--- src/rtl/key_frequency_table_top_macros.svh ---
// ----------------------------------------------------------------------------
// key_frequency_table_top_macros: assertion macros
// Implication checks that compile away when SYNTHESIS is defined.
// ----------------------------------------------------------------------------
`ifndef KEY_FREQUENCY_TABLE_TOP_MACROS_SVH
`define KEY_FREQUENCY_TABLE_TOP_MACROS_SVH

`ifndef SYNTHESIS
// same-cycle implication
`define KFT_ASSERT_NOW(label, clk, rst_n, ante, cons) \
  label: assert property (@(posedge clk) disable iff (!rst_n) (ante) |-> (cons)) \
    else $error("key_frequency_table: same-cycle check failed");
// next-cycle implication
`define KFT_ASSERT_NEXT(label, clk, rst_n, ante, cons) \
  label: assert property (@(posedge clk) disable iff (!rst_n) (ante) |=> (cons)) \
    else $error("key_frequency_table: next-cycle check failed");
`else
`define KFT_ASSERT_NOW(label, clk, rst_n, ante, cons)
`define KFT_ASSERT_NEXT(label, clk, rst_n, ante, cons)
`endif

`endif

--- src/rtl/kft_ram.sv ---
// ----------------------------------------------------------------------------
// kft_ram
// Simple dual-port RAM: one write port, one read port, registered read data.
// ----------------------------------------------------------------------------
module kft_ram #(
  parameter int WIDTH = 8,
  parameter int DEPTH = 16
) (
  input  logic                     clk,
  input  logic                     wr_en,
  input  logic [$clog2(DEPTH)-1:0] wr_addr,
  input  logic [WIDTH-1:0]         wr_data,
  input  logic                     rd_en,
  input  logic [$clog2(DEPTH)-1:0] rd_addr,
  output logic [WIDTH-1:0]         rd_data
);

  logic [WIDTH-1:0] mem [DEPTH];

  always_ff @(posedge clk) begin
    if (wr_en) begin
      mem[wr_addr] <= wr_data;
    end
    if (rd_en) begin
      rd_data <= mem[rd_addr];
    end
  end

endmodule

--- config.mk ---
export PLATFORM = sky130hd
export DESIGN_NAME = kft_ram
export DESIGN_NICKNAME = d
export VERILOG_FILES = /design/src/rtl/key_frequency_table_top_macros.svh /design/src/rtl/kft_ram.sv
export SDC_FILE = /design/constraint.sdc
export NUM_CORES = 1
export LEC_CHECK = 0
export ABC_AREA = 1
export BUFFER_PORTS_ARGS = -buffer_cell sky130_fd_sc_hd__buf_2
export CAP_MARGIN = 10
export CORE_UTILIZATION = 60
export DETAILED_ROUTE_END_ITERATION = 6
export PLACE_DENSITY_LB_ADDON = 0.25
export SETUP_SLACK_MARGIN = 0.3
export SYNTH_ARGS = -nofsm -noshare
export SYNTH_HDL_FRONTEND = slang
export SYNTH_SLANG_ARGS = --single-unit
export TNS_END_PERCENT = 5
--- constraint.sdc ---
create_clock -name clk -period 1.8 [get_ports clk]
set_input_delay 0.45 -clock clk [delete_from_list [all_inputs] [get_ports clk]]
set_output_delay 0.45 -clock clk [all_outputs]
set_load 0.05 [all_outputs]
Yosys cells after proc, flatten, opt, wreduce, memory -nomap -nowiden
Memories as Yosys holds them, arrays and structs flattened. A register that Yosys moved wholly into a read port is not among the register bits.
Index checks and enable logic that the tools add are counted.
Storage, ports and cells
  register bits: 0
  memory bits (writable): 128
  output and inout bits: 8
  word-level logic and storage cells: 3
  memories kept: 1
Memories
  mem: words 16, bits a word 8, read ports 1, clocked after Yosys merged registers in 1, wr ports 1, RTL line kft_ram.sv:18  | logic [WIDTH-1:0] mem [DEPTH];
Cells by class
  multiplexer cells: 2
Operator list (count)
  2-to-1 mux 1 bit: 2

Logic depth before layout (Yosys ltp)
Gate-level depths: netlist of run 1.
  depth after elaboration: 2
  depth in mapped cells: 8

Least setup slack after synthesis of run 1
No wires, ideal clock.
  path kind: input to register
  start: input wr_addr[2]
  end: memory mem[10][0] (enable)
  setup time: 0.370 ns
  data arrival time: 1.031 ns
  slack: 0.399 ns
  stages on the path: 2
  buffers on the path: 0
  path through: nand3b_1 nor2_1
RTL lines
  start: declaration: RTL line kft_ram.sv:11  | input logic [$clog2(DEPTH)-1:0] wr_addr,
  end: declaration: RTL line kft_ram.sv:18
No word-level cell before the write port.

Worst setup path in the final report of run 1
  start: register rd_data[3] (read register of mem)
  end: output rd_data[3]
RTL lines
  start: declaration: RTL line kft_ram.sv:15  | output logic [WIDTH-1:0] rd_data
No word-level cell between the ends.

==> results of run 1 <==
==> metal layers <==
metal	wire [µm]	GRT usage (%)	vias to the layer above	part of all wire (%)
li1	-	-	1870	-
met1	5160	38.3	1855	39
met2	6490	45.0	214	50
met3	1140	7.28	23	8.7
met4	320	10.5	0	2.4
met5	0	0	-	0
==> final timing paths <==
check	depth (start not counted)	slack, ns	endpoint
min	1	0.30	rd_data[0]$_DFFE_PP_
max reg2reg	6	0.61	rd_data[2]$_DFFE_PP_
min reg2reg	6	0.76	rd_data[7]$_DFFE_PP_
max	1	0.25	rd_data[3]
==> flip-flops by register name, indices dropped and copies added (netlist names) <==
name / cells
mem: 128
rd_data: 8
==> cell families after synthesis <==
logic type / after synthesis / synth area share, %
DFF: 136 / 69.8
buffers and inverters: 126 / 9.39
and+or+nand+nor: 289 / 20.8
==> repair_timing <==
action | CTS | global route
pin swaps | 0 | 0
resized for setup | 7 | 6
setup endpoints to repair | 8 | 8
==> worst register-to-register path, stage by stage (launching register included) <==
cell and delay, ns:
edfxtp_1 0.35, inv_1 0.07, nand2_1 0.06, nand3_1 0.12, nand3_1 0.13, nand3_1 0.13, nand2_1 0.08
==> cell usage after synthesis (all sizes together) <==
master and n:
buf 24, nand3 97, nand3b 2, nor2 17, nand2 173, inv 102
edfxtp 136
==> report_power, final <==
part	internal, mW	switching (mW)	total (mW)
clock network	1.95	1.23	3.19
logic	0.141	0.361	0.503
registers	3.57	0.0220	3.59
total	5.67	1.61	7.28
==> layout make-up <==
| type | instances | area [µm²] |
|---|---|---|
| Inverter | 102 | 383 |
| Fill cell | 610 | 2570 |
| Clock inverter | 13 | 130 |
| Sequential cell | 136 | 4080 |
| Tap cell | 129 | 161 |
| Multi-Input combinational cell | 289 | 1210 |
| Clock buffer | 19 | 422 |
| Timing Repair Buffer | 49 | 362 |
==> results.toml, run 1 <==
[clock_tree]
clock_latency_ns = 0.52
clockBufferDepth = 2
holdBufCountCts = 0
clk_pin_slew_ns = 0.06
cts-buffers-inserted = 17
post_cts_buffers = 0
clock-sinks = 136
htree_num_levels = 4
cts_tree = "built"
root_buffer = "clkbuf_8"

[timing]
period_share_pct = 86.2
timing.hold.ws_ns = 0.304
max_freq_ghz = 0.644
setup_total_negative_slack_ns = 0
slew_violations = 0
period_needed_ns = 1.55
post-route-worst-setup-slack_ns = 0.248
hold_viol = 0
worstMarginPinSlew_ns = 0.599
setup_viol = 0
rsz0062_at_grt = "yes"
slew_headroom_pct = 60.0
finClkSkew_ns = 0.00834

[critical_path]
crit_type = "reg2out"
crit_buf_inv = 1
crit_chain = "buf_6"
critPathSlowestCell = "edfxtp_1"
startpoint = "rd_data[3]$_DFFE_PP_"
cp_top_family = "flip-flops"
timing.rr.start = "mem[3][2]$_DFFE_PP_"
crit_path_max_incr_delay_ns = 0.41
worstPathArrival_ns = 1.10
required_ns = 1.35
cp-end-kind = "output pin"
worstPathMaxFanout = 1
start_kind = "flip-flop"

[power]
leakagePower_nw = 2.93
irDropWorstVdd_mv = 0.616
powerDensity_mw_per_mm2 = 1080
p_total_mw = 7.28

[global_routing]
grt_use_total_pct = 28.4
grt_max_degree = 49
grt_pass1_vias = 3761
grt_overflow = 0
antenna_found_initial = 0
grt_pass1_wl_mm = 20.2

[placed_design]
routabilityCongestion = 0.861
dp_slack_ns = 0.152
placed_area_mm2 = 0.00617
port_buffers = 26
dp.cells = 705
place_hpwl_mm = 8.12

[synthesis]
synth_nets = 570
ys_warn_count = 0
seq_area_frac_synth_pct = 69.8
avgSynthCellArea_um2 = 10.6
ys_types = 11
synth-seq-cells = 136
synthCells = 551
synthTopCellsByArea = "edfxtp_1 70%, nand2_1 11%, nand3_1 8.3%"
yosysTopAreaCellShare_pct = 69.8
yosys.area.top_type = "edfxtp_1"
syn_area_mm2 = 0.00585

[layout]
final_cell_area_mm2 = 0.00676
nNetsFinal = 614
syn_to_final_growth_pct = 15.5
final_cell_mix = "173 x nand2_1, 136 x edfxtp_1, 100 x inv_1"
drive_above_1_share_pct = 13.0
antenna_cells = 0
final_common_cell = "nand2_1"
final_core_util_pct = 72.4
layout.cells.non_filler = 737

[run]
drv_cap = 0

[floorplanning]
dieArea_mm2 = 0.0101
start_util_pct = 62.7
core_mm2 = 0.00933
rows = 35
fp.dieW_um = 101
pin_count = 27
chipHeight_um = 101

[drt]
routed_wl_mm = 13.1
ant_nets = 0
drc = 0
first_pass_iters = 5
vias = 3962
via_per_inst = 5.38
wire_per_inst_um = 17.8
drt_iter0_drc = 392

[worst_hold_path]
worstHoldStart = "rd_en"
hp-class = "in2reg"

[outcome]
status = "complete, no violations"
No activity file was read; power rests on OpenSTA's default activity.
==> run 2: changes to the inputs <==
--- a/config.mk
+++ b/config.mk
@@ -8,6 +8,7 @@
 export ABC_AREA = 1
 export BUFFER_PORTS_ARGS = -buffer_cell sky130_fd_sc_hd__buf_2
 export CAP_MARGIN = 10
+export CORE_ASPECT_RATIO = 1.25
 export CORE_UTILIZATION = 60
 export DETAILED_ROUTE_END_ITERATION = 6
 export PLACE_DENSITY_LB_ADDON = 0.25
==> run 2 against run 1 <==
Against the previous run:
- sequential share of layout area up 0.83 points
- critical path depth unchanged
- largest power group unchanged
- critical path type unchanged
- largest cell class unchanged
- critical endpoint is now rd_data[6]
- flip-flop and latch count unchanged
- count of clock-buffer cells in the layout increased by 1
==> results.toml, run 2 (synthesis results as in run 1) <==
[outcome]
status = "complete, no violations"

[drt]
drc = 0
first_pass_iters = 5
via_per_inst = 5.41
routed_wl_mm = 12.7
drt_iter0_drc = 376
wire_per_inst_um = 17.6
ant_nets = 0
vias = 3929

[critical_path]
crit_path_max_incr_delay_ns = 0.39
crit_chain = "buf_2"
cp-end-kind = "output pin"
start_kind = "flip-flop"
worstPathMaxFanout = 1
worstPathArrival_ns = 1.03
critPathSlowestCell = "edfxtp_1"
required_ns = 1.35
crit_type = "reg2out"
crit_buf_inv = 1
cp_top_family = "flip-flops"

[global_routing]
grt_overflow = 0
antenna_found_initial = 0
grt_max_degree = 65
grt_pass1_vias = 3856
grt_use_total_pct = 28.0
grt_pass1_wl_mm = 20.5

[clock_tree]
root_buffer = "clkbuf_16"
cts_tree = "built"
cts_resized = 0
holdBufCountCts = 0
post_cts_buffers = 0
clockBufferDepth = 2
clock-sinks = 136
clock_latency_ns = 0.41
clk_pin_slew_ns = 0.05
cts-buffers-inserted = 17
htree_num_levels = 4

[power]
irDropWorstVdd_mv = 0.755
powerDensity_mw_per_mm2 = 1060
p_total_mw = 7.05
leakagePower_nw = 2.90

[floorplanning]
chipHeight_um = 112
pin_count = 27
start_util_pct = 62.7
rows = 39
fp.dieW_um = 90.3
dieArea_mm2 = 0.0101
core_mm2 = 0.00932

[placed_design]
routabilityCongestion = 0.893
port_buffers = 26
place_hpwl_mm = 7.70

[layout]
reg_top3 = "mem: 128 flops, rd_data: 8 flops"
largest_reg_flops = 128
antenna_cells = 0
regArea_mm2 = 0.00408
final_cell_mix = "173 x nand2_1, 136 x edfxtp_1, 100 x inv_1"
drive_above_1_share_pct = 11.8
regMostFlops = "mem"
syn_to_final_growth_pct = 14.0
final_common_cell = "nand2_1"
n_fill_cell = 640
nNetsFinal = 613
multi_input_area_mm2 = 0.00121

[run]
drv_cap = 0

[timing]
worstMarginPinSlew_ns = 0.626
slew_headroom_pct = 58.2
rsz0062_at_grt = "no"
period_needed_ns = 1.48
slew_violations = 0
period_share_pct = 82.4
setup_viol = 0
hold_viol = 0
setup_total_negative_slack_ns = 0
max_freq_ghz = 0.674
finClkSkew_ns = 0.00354

[worst_hold_path]
hp-class = "in2reg"
## run 2: cell types whose count changed in the layout (fill, tap and decap cells not counted), sizes merged
cell      change
bufinv        -1
buf           -1
clkinv        +1
inv           -1
clkbuf        +1
clkinvlp      -4
## run 2: path summary, 6_finish.rpt
kind | to | start | slack (ns) | depth (start not counted)
worst max-delay path | rd_data[6] | rd_data[6]$_DFFE_PP_ | 0.32 | 1
worst max register to register | rd_data[1]$_DFFE_PP_ | mem[5][1]$_DFFE_PP_ | 0.61 | 6
worst min-delay path | rd_data[2]$_DFFE_PP_ | rd_en | 0.40 | 1
worst min register to register | rd_data[3]$_DFFE_PP_ | mem[10][3]$_DFFE_PP_ | 0.76 | 6
## run 2: where the power goes
part | internal [mW] | total, mW | switching (mW)
logic | 0.131 | 0.487 | 0.356
registers | 3.57 | 3.59 | 0.0184
clock network | 1.83 | 2.97 | 1.14
total | 5.54 | 7.05 | 1.52
## run 2: metal layers
metal	share of wire, %	up-vias	track usage, %
met2	52	177	46.2
met1	38	1849	35.6
met3	6.3	37	4.67
met5	0	-	0
li1	-	1866	-
met4	4.0	0	15.5
## run 2: cell type report
type,instances,area share (%)
Inverter,102,5.75
Clock inverter,8,0.901
Tap cell,123,2.31
Sequential cell,136,61.3
Multi-Input combinational cell,289,18.2
Clock buffer,20,6.55
Timing Repair Buffer,48,4.99
## run 2: per-stage QoR
| step | instance area, µm² | hold slack [ns] | utilization, % | setup slack (ns) | cells |
|---|---|---|---|---|---|
| 6_report | 6660 | 0.397 | 71.5 | 0.317 | 726 |
| 5_1_grt | 6660 | 0.397 | 71.5 | 0.302 | 726 |
| 4_1_cts | 6660 | 0.382 | 71.5 | 0.309 | 726 |
| 3_5_place_dp | 6170 | 0.741 | 66.2 | 0.0923 | 698 |
| 3_3_place_gp | 6170 | 0.712 | 66.2 | 0.102 | 698 |
| 2_1_floorplan | 5850 | 0.549 | - | 0.399 | 551 |
