## src/rtl/key_frequency_table_top_macros.svh

```systemverilog
// ----------------------------------------------------------------------------
// key_frequency_table_top_macros: assertion macros
// Implication checks that compile away when SYNTHESIS is defined.
// ----------------------------------------------------------------------------
`ifndef KEY_FREQUENCY_TABLE_TOP_MACROS_SVH
`define KEY_FREQUENCY_TABLE_TOP_MACROS_SVH

`ifndef SYNTHESIS
// same-cycle implication
`define KFT_ASSERT_NOW(label, clk, rst_n, ante, cons) \
  label: assert property (@(posedge clk) disable iff (!rst_n) (ante) |-> (cons)) \
    else $error("key_frequency_table: same-cycle check failed");
// next-cycle implication
`define KFT_ASSERT_NEXT(label, clk, rst_n, ante, cons) \
  label: assert property (@(posedge clk) disable iff (!rst_n) (ante) |=> (cons)) \
    else $error("key_frequency_table: next-cycle check failed");
`else
`define KFT_ASSERT_NOW(label, clk, rst_n, ante, cons)
`define KFT_ASSERT_NEXT(label, clk, rst_n, ante, cons)
`endif

`endif

```

## src/rtl/kft_pkg.sv

```systemverilog
// ----------------------------------------------------------------------------
// kft_pkg
// Sizes, types and helpers shared by the key frequency table.
// ----------------------------------------------------------------------------
package kft_pkg;

  localparam int TABLE_ENTRIES = 1024;
  localparam int COUNT_BITS    = 16;
  localparam int KEY_W         = 30;

  localparam int IDX_W  = $clog2(TABLE_ENTRIES);
  localparam int FILL_W = $clog2(TABLE_ENTRIES + 1);
  localparam int WORD_W = KEY_W + COUNT_BITS;

  // result port widths
  localparam int ENTRY_INDEX_W  = 10;
  localparam int HIT_COUNT_W    = 16;
  localparam int ENTRIES_USED_W = 11;

  typedef struct packed {
    logic              rd_en;
    logic [IDX_W-1:0]  rd_addr;
    logic              wr_en;
    logic [IDX_W-1:0]  wr_addr;
    logic [WORD_W-1:0] wr_data;
  } mem_req_t;

  typedef struct packed {
    logic [IDX_W-1:0]      idx;
    logic [COUNT_BITS-1:0] cnt;
    logic                  was_new;
    logic                  was_dropped;
    logic [FILL_W-1:0]     used;
  } res_t;

  function automatic logic [COUNT_BITS-1:0] sat_inc(input logic [COUNT_BITS-1:0] cnt);
    sat_inc = (cnt == {COUNT_BITS{1'b1}}) ? cnt : cnt + COUNT_BITS'(1);
  endfunction

endpackage

```

## src/rtl/kft_ctrl.sv

```systemverilog
// ----------------------------------------------------------------------------
// kft_ctrl
// Scan sequencer: walks the entries in use, one read per cycle, and
// updates the matched entry or appends the new key, or drops it if full.
// ----------------------------------------------------------------------------
module kft_ctrl
  import kft_pkg::*;
(
  input  logic              clk,
  input  logic              rst_n,
  input  logic              start,
  input  logic [KEY_W-1:0]  key,
  output logic              busy,
  output mem_req_t          mem_req,
  input  logic [WORD_W-1:0] rd_data,
  output logic              res_valid,
  output res_t              res
);

  localparam logic S_IDLE = 1'b0;
  localparam logic S_SCAN = 1'b1;

  logic                  state_r, state_nxt;
  logic [IDX_W-1:0]      ptr_r, ptr_nxt;
  logic [FILL_W-1:0]     fill_r, fill_nxt;
  logic [KEY_W-1:0]      key_r, key_nxt;
  logic                  res_valid_r, res_valid_nxt;
  res_t                  res_r, res_nxt;

  logic [KEY_W-1:0]      rd_key;
  logic [COUNT_BITS-1:0] rd_cnt;
  logic [COUNT_BITS-1:0] inc_cnt;
  logic                  last;
  logic                  full;

  assign rd_key  = rd_data[WORD_W-1:COUNT_BITS];
  assign rd_cnt  = rd_data[COUNT_BITS-1:0];
  assign inc_cnt = sat_inc(rd_cnt);
  assign last    = ({1'b0, ptr_r} + FILL_W'(1)) == fill_r;
  assign full    = fill_r == FILL_W'(TABLE_ENTRIES);

  always_comb begin
    state_nxt     = state_r;
    ptr_nxt       = ptr_r;
    fill_nxt      = fill_r;
    key_nxt       = key_r;
    res_valid_nxt = 1'b0;
    res_nxt       = res_r;
    mem_req       = '0;
    mem_req.rd_addr = ptr_r + IDX_W'(1);

    case (state_r)
      S_IDLE: begin
        if (start) begin
          key_nxt = key;
          if (fill_r == '0) begin
            // empty table: append at once
            mem_req.wr_en   = 1'b1;
            mem_req.wr_addr = '0;
            mem_req.wr_data = {key, COUNT_BITS'(1)};
            res_valid_nxt   = 1'b1;
            res_nxt         = '{idx: '0, cnt: COUNT_BITS'(1), was_new: 1'b1,
                                was_dropped: 1'b0, used: FILL_W'(1)};
            fill_nxt        = FILL_W'(1);
          end else begin
            mem_req.rd_en   = 1'b1;
            mem_req.rd_addr = '0;
            ptr_nxt         = '0;
            state_nxt       = S_SCAN;
          end
        end
      end
      S_SCAN: begin
        if (rd_key == key_r) begin
          mem_req.wr_en   = 1'b1;
          mem_req.wr_addr = ptr_r;
          mem_req.wr_data = {key_r, inc_cnt};
          res_valid_nxt   = 1'b1;
          res_nxt         = '{idx: ptr_r, cnt: inc_cnt, was_new: 1'b0,
                              was_dropped: 1'b0, used: fill_r};
          state_nxt       = S_IDLE;
        end else if (last) begin
          res_valid_nxt = 1'b1;
          state_nxt     = S_IDLE;
          if (full) begin
            res_nxt = '{idx: '0, cnt: '0, was_new: 1'b0,
                        was_dropped: 1'b1, used: fill_r};
          end else begin
            mem_req.wr_en   = 1'b1;
            mem_req.wr_addr = fill_r[IDX_W-1:0];
            mem_req.wr_data = {key_r, COUNT_BITS'(1)};
            fill_nxt        = fill_r + FILL_W'(1);
            res_nxt         = '{idx: fill_r[IDX_W-1:0], cnt: COUNT_BITS'(1),
                                was_new: 1'b1, was_dropped: 1'b0,
                                used: fill_r + FILL_W'(1)};
          end
        end else begin
          // advance to the entry whose read is already in flight
          mem_req.rd_en = 1'b1;
          ptr_nxt       = ptr_r + IDX_W'(1);
        end
      end
      default: begin
        state_nxt = S_IDLE;
      end
    endcase
  end

  always_ff @(posedge clk) begin
    if (!rst_n) begin
      state_r     <= S_IDLE;
      fill_r      <= '0;
      res_valid_r <= 1'b0;
    end else begin
      state_r     <= state_nxt;
      fill_r      <= fill_nxt;
      res_valid_r <= res_valid_nxt;
    end
  end

  always_ff @(posedge clk) begin
    ptr_r <= ptr_nxt;
    key_r <= key_nxt;
    res_r <= res_nxt;
  end

  assign busy      = state_r == S_SCAN;
  assign res_valid = res_valid_r;
  assign res       = res_r;

endmodule
```

## config.mk

```make
export PLATFORM = sky130hd
export DESIGN_NAME = kft_ctrl
export DESIGN_NICKNAME = d
export VERILOG_FILES = /design/src/rtl/key_frequency_table_top_macros.svh /design/src/rtl/kft_pkg.sv /design/src/rtl/kft_ctrl.sv
export SDC_FILE = /design/constraint.sdc
export NUM_CORES = 1
export LEC_CHECK = 0
export ABC_AREA = 1
export BUFFER_PORTS_ARGS = -buffer_cell sky130_fd_sc_hd__buf_4
export CAP_MARGIN = 15
export CORE_MARGIN = 3
export CORE_UTILIZATION = 53
export CTS_BUF_LIST = sky130_fd_sc_hd__clkbuf_4
export CTS_CLUSTER_DIAMETER = 150
export CTS_CLUSTER_SIZE = 8
export DETAILED_ROUTE_END_ITERATION = 10
export GPL_TIMING_DRIVEN = 0
export PLACE_DENSITY = 0.87
export SYNTH_ARGS = -nofsm -noshare
export SYNTH_HDL_FRONTEND = slang
export SYNTH_SLANG_ARGS = --single-unit
```

## constraint.sdc

```tcl
create_clock -name clk -period 3.3 [get_ports clk]
set_clock_uncertainty 0.05 [all_clocks]
set_input_delay 0.495 -clock clk [delete_from_list [all_inputs] [get_ports clk]]
set_output_delay 0.495 -clock clk [all_outputs]
set_load 0.02 [all_outputs]
```

==> After elaboration in Yosys (flattened, before gate mapping) <==
Index checks and enable logic that the tools add are counted.
Widths: inputs -> output; s select.
{ "totals": {"register_bits": 92, "in_bits": 79, "output_inout_bits": 109, "word_cells": 69} }
{ "op_classes": {"add_sub_neg": 4, "n_eq_ne": 12, "mux": 37, "bitwise_logic": 1, "reduce_logical": 5} }
{ "ops": {"columns": ["operator", "count"], "rows": [
  ["$mux 57", 4],
  ["$mux 39", 5],
  ["$pmux 57 s2", 1],
  ["$pmux 39 s2", 1],
  ["$mux 68", 1],
  ["$mux 11", 6],
  ["$mux 10", 5],
  ["$eq 30x30->1", 1],
  ["$pmux 11 s2", 1],
  ["$pmux 10 s2", 1],
  ["$add 16x1->16 const B", 1],
  ["$eq 16x16->1 const B", 1],
  ["$mux 16", 1],
  ["$ne 2x2->1 const B", 6],
  ["$add 10x1->11 const B", 1],
  ["$add 11x1->11 const B", 1],
  ["$eq 11x11->1", 1],
  ["$eq 11x11->1 const B", 1],
  ["$logic_not 11->1", 1],
  ["$add 10x1->10 const B", 1],
  ["$mux 1", 8],
  ["$pmux 1 s2", 3],
  ["$reduce_and 5->1", 1],
  ["$reduce_and 4->1", 1],
  ["other kinds (5)", 5]
]} }

==> Depth between registers and ports, before layout <==
{ "depth": {"depth_word": 5, "depth_mapped": 16, "depth_no_buf": 15} }

==> Worst setup path before layout <==
No wires, ideal clock.
{ "synth_path": {"path_type": "register to register", "startpoint": "register ptr_r[0]", "endpoint": "register res_r (netlist bit res[0]), enable pin", "setup_ns": 0.397, "arrival_ns": 2.576, "required_ns": 2.853, "setup_slack_ns": 0.277, "stages_incl_launch_ff": 13, "n_path_buf": 0, "period_less_slack_ns": 3.023, "path_cell_list": "edfxtp_1 -> ha_1 -> nand2_2 -> inv_1 -> nand2_1 -> a21oi_1 -> nor2_1 -> nand3_1 -> nor2_4 -> nand2_1 -> nand2_1 -> nand2_1 -> nand2_1"} }
{ "synth_via": {"elab_chain_cells": 4} }
{ "synth_rtl": {"columns": ["element", "line", "rtl"], "rows": [
  ["start: declaration", "kft_ctrl.sv:24", "logic [IDX_W-1:0] ptr_r, ptr_nxt;"],
  ["start signal: assignment", "kft_ctrl.sv:122", "ptr_r <= ptr_nxt;"],
  ["$add 10x1->11", "kft_ctrl.sv:39", "assign last = ({1'b0, ptr_r} + FILL_W'(1)) == fill_r;"],
  ["$eq 11x11->1", "kft_ctrl.sv:39", null],
  ["$ne 3x1->1 (no source line)", null, null],
  ["$reduce_and 3->1 (no source line)", null, null],
  ["end signal: assignment", "kft_ctrl.sv:124", "res_r <= res_nxt;"],
  ["end: declaration", "kft_ctrl.sv:28", "res_t res_r, res_nxt;"]
]} }
Every way passes these cells.
A chain may end at the register's enable or synchronous reset.

==> reports/results.tsv <==
stage	metric	value	unit
sta	minimum clock period	3.370	ns
routing	routed via count	5866	
power	power density over cell area	362.1	mW/mm²
routing	vias per inst	5.513	
routing	post-route ant nets	0	
floorplan	Die X	109.4	µm
placement	Post-DP Area	0.007244	mm²
grt	gr ovfl total	0	
placement	detailed placer's ending HPWL	13.17	mm
outcome	status	finished with violations	
critical_path	CP cell instances	ha_4 -> inv_2 -> nand2_2 -> nand2_2 -> nor2_1 -> nand3_1 -> buf_4 -> nor4b_1 -> nand4_1 -> buf_4 -> nand2_1 -> and2_1 -> buf_4	
logic_synthesis	mux share of post-synthesis cell area	0	%
logic_synthesis	cell count after synthesis	714	
floorplan	core area	0.01037	mm²
logic_synthesis	syn nets	798	
logic_synthesis	Compound-Gate Fraction of Synth Area	7.485	%
power	VDD IR max	0.2320	mV
critical_path	CP Launch Type	flop	
floorplan	die height	109.4	µm
critical_path	largest fanout on the critical path	4	
final_layout	Finished Cell Area	0.007812	mm²
power	Power, Total	2.829	mW
routing	Pre-antenna DRT Iters	5	
clock_tree	clock latency at the later pin of the worst-skew pair	0.47	ns
clock_tree	Clk pin slew, worst setup/hold paths	0.16	ns
logic_synthesis	Post-Syn Area per Cell	7.937	µm²
critical_path	most used cell along the critical path	buf_4	
floorplan	Initial Util	54.65	%
floorplan	IO Pins	188	
sta	count of final hold-check violations	0	
placement	placed cells	1037	
outcome	failing checks	setup timing	
clock_tree	Max Root-Sink Buffers	2	
routing	drt drc	0	
sta	Worst slew margin	36.75	%
final_layout	Layout Cells excl Fill	1064	
sta	period utilisation layout	102.1	%
final_layout	Syn-to-layout area delta	37.87	%
logic_synthesis	Adder-Cell Fraction of Synth Area	1.104	%
sta	setup violators final	34	
grt	initial antenna violation count	0	
floorplan	die area	0.01197	mm²
critical_path	CP peak stage delay	0.48	ns
sta	RSZ-0062 raised after global routing	true	
worst_hold_path	min-delay src	key[21]	
grt	All-Layer GR Usage	28.12	%
critical_path	critical path type	flop to output port	
logic_synthesis	Synth Area in XOR/XNOR	5.719	%
placement	GP Congestion	0.9437	
routing	wire length per cell	17.06	µm
final_layout	# diodes	0	
sta	Slew Viols, Final	0	
worst_hold_path	Hold WC Path Type	primary input to flop	
sta	setup ws final	-0.06961	ns
logic_synthesis	synth warn	0	
final_layout	share of cells above drive strength 1	33.84	%
clock_tree	TritonCTS clock tree	built	
logic_synthesis	Mapped Area	0.005667	mm²
clock_tree	CTS H-tree depth	3	
logic_synthesis	Synth Register Bits	92	
critical_path	Worst Setup End Kind	output port	
logic_synthesis	post-synthesis cell type count	40	
critical_path	worst setup path start	ptr_r[0]$_SDFFCE_PN0P_	
sta	Fmax	0.2968	GHz
floorplan	num rows	37	
sta	Slew @ Worst Pin	0.9453	ns
routing	DR iter-0 viols	630	
clock_tree	CTS buffer count	9	
logic_synthesis	post-synthesis simple-gate area fraction	31.38	%
critical_path	Worst Path Arrival	2.82	ns
grt	largest net degree at the start of global routing	40	
final_layout	Final Util	75.34	%
logic_synthesis	sequential share of the synthesized area	46.46	%
job	Max Cap Viol	0	
critical_path	Crit-path slowest cell	edfxtp_1	
power	Leakage	3.641	nW
clock_tree	root buffer cell	clkbuf_4	
critical_path	Critical Path RT	2.75	ns
routing	WL final	18.15	mm
critical_path	RR Startpoint	ptr_r[0]$_SDFFCE_PN0P_	
final_layout	fin nets	1007	
sta	WHS	0.1405	ns
grt	first-pass GRT wire length	25.92	mm
grt	vias in the first global route	5231	
clock_tree	clock sinks	92	
placement	port bufs	187	
logic_synthesis	main combinational cell family by area after synthesis	simple AND/OR/NAND/NOR gates	
-- metrics by stage --
| step | setup WS (ns) | setup TNS [ns] |
|---|---|---|
| 2_1_floorplan | 0.2769 | 0 |
| 3_3_place_gp | -0.3576 | -14.51 |
| 3_5_place_dp | -0.03155 | -0.07815 |
| 4_1_cts | 0.005299 | 0 |
| 5_1_grt | -0.1919 | -6.691 |
| 6_report | -0.06961 | -1.393 |
-- area by class of cell --
class	instances	area (µm²)
plain buffers	24	138.9
clock buffers	13	97.59
clock inverters	3	15.01
fillers	758	2557
inverters	86	329.1
multi-input cells	512	2815
flip-flops and latches	92	2634
well taps	136	170.2
repair buffers	197	1608
repair inverters	1	5.005
-- flip-flops by register name (all words and copies together) (netlist names) --
| signal | cells |
|---|---|
| ptr_r | 10 |
| busy | 1 |
| res | 39 |
| key_r | 30 |
| res_valid | 1 |
| fill_r | 11 |
-- what timing repair did --
action,in CTS,in global routing
hold buffers,0,0
gates cloned,0,3
pin swaps,2,9
setup buffers,5,3
endpoints found under the hold margin,0,0
resized for setup,13,91
endpoints found under the setup margin,50,101
-- cells by family after synthesis --
kind of cell    after synthesis
flops                        92
simple gates                390
fa+ha+maj                     5
buf+inv                     110
xor+xnor                     37
compound gates               80
-- cells in the mapped netlist, drive strengths merged --
| library cell | number | area (µm²) |
|---|---|---|
| nor2 | 74 | 336.6 |
| buf | 12 | 77.57 |
| nor3 | 15 | 75.07 |
| clkbuf | 12 | 45.04 |
| xor2 | 23 | 201.4 |
| nor3b | 2 | 15.01 |
| a21oi | 43 | 215.2 |
| nand2 | 193 | 757.0 |
| xnor2 | 14 | 122.6 |
| dfxtp | 13 | 260.3 |
| nor4 | 4 | 31.28 |
| ha | 5 | 62.56 |
| or2 | 2 | 12.51 |
| edfxtp | 79 | 2372 |
| a22oi | 2 | 15.01 |
| a211oi | 2 | 15.01 |
| nor4b | 1 | 8.760 |
| clkinv | 2 | 7.510 |
| nand3b | 1 | 7.510 |
| inv | 84 | 315.3 |
| o22ai | 6 | 37.54 |
| nand3 | 85 | 452.9 |
| o21bai | 1 | 7.510 |
| nand4 | 9 | 56.30 |
| o21ai | 26 | 133.9 |
| and2 | 4 | 25.02 |
-- critical path: cells and delay by family (launching register included) --
family | cells | cell delay (ns)
simple gates | 8 | 1.03
buf+inv | 4 | 0.52
flops | 1 | 0.48
fa+ha+maj | 1 | 0.32
-- cells in the final DEF (no fill, tap or decap), drive strengths merged --
| cell type | instances |
|---|---|
| buf | 206 |
| nand2 | 193 |
| inv | 86 |
| nand3 | 85 |
| edfxtp | 79 |
| nor2 | 74 |
| a21oi | 43 |
| clkbuf | 28 |
| o21ai | 26 |
| xor2 | 23 |
| nor3 | 15 |
| xnor2 | 14 |
| dfxtp | 13 |
| nand4 | 9 |
| o22ai | 6 |
| ha | 5 |
| and2 | 4 |
| nor4 | 4 |
| or2 | 2 |
| nor3b | 2 |
| a211oi | 2 |
| a22oi | 2 |
| clkinv | 2 |
| clkinvlp | 2 |
| nand3b | 1 |
| nor4b | 1 |
| o21bai | 1 |
-- power breakdown --
part / switching, mW / internal (mW) / total (mW)
Clock: 0.387 / 0.188 / 0.575
Sequential: 0.0590 / 1.36 / 1.42
Combinational: 0.500 / 0.330 / 0.830
Total: 0.946 / 1.88 / 2.83
-- final timing paths --
kind	depth (start not counted)	slack, ns	endpoint
worst min-delay path	1	0.14	key_r[21]$_DFFE_PP_
worst max register to register	13	0.24	res[34]$_SDFFCE_PN0P_
worst max-delay path	13	-0.07	mem_req[48]
worst min register to register	2	0.48	fill_r[1]$_SDFFE_PN0P_
-- layer usage --
layer,global-route usage [%],share of wire [%],up-vias
met1,34.36,36,2656
met3,5.755,10,69
met4,14.25,4.6,0
li1,-,-,2774
met2,47.12,49,367
met5,0,0,-
No activity file was read; power rests on OpenSTA's default activity.
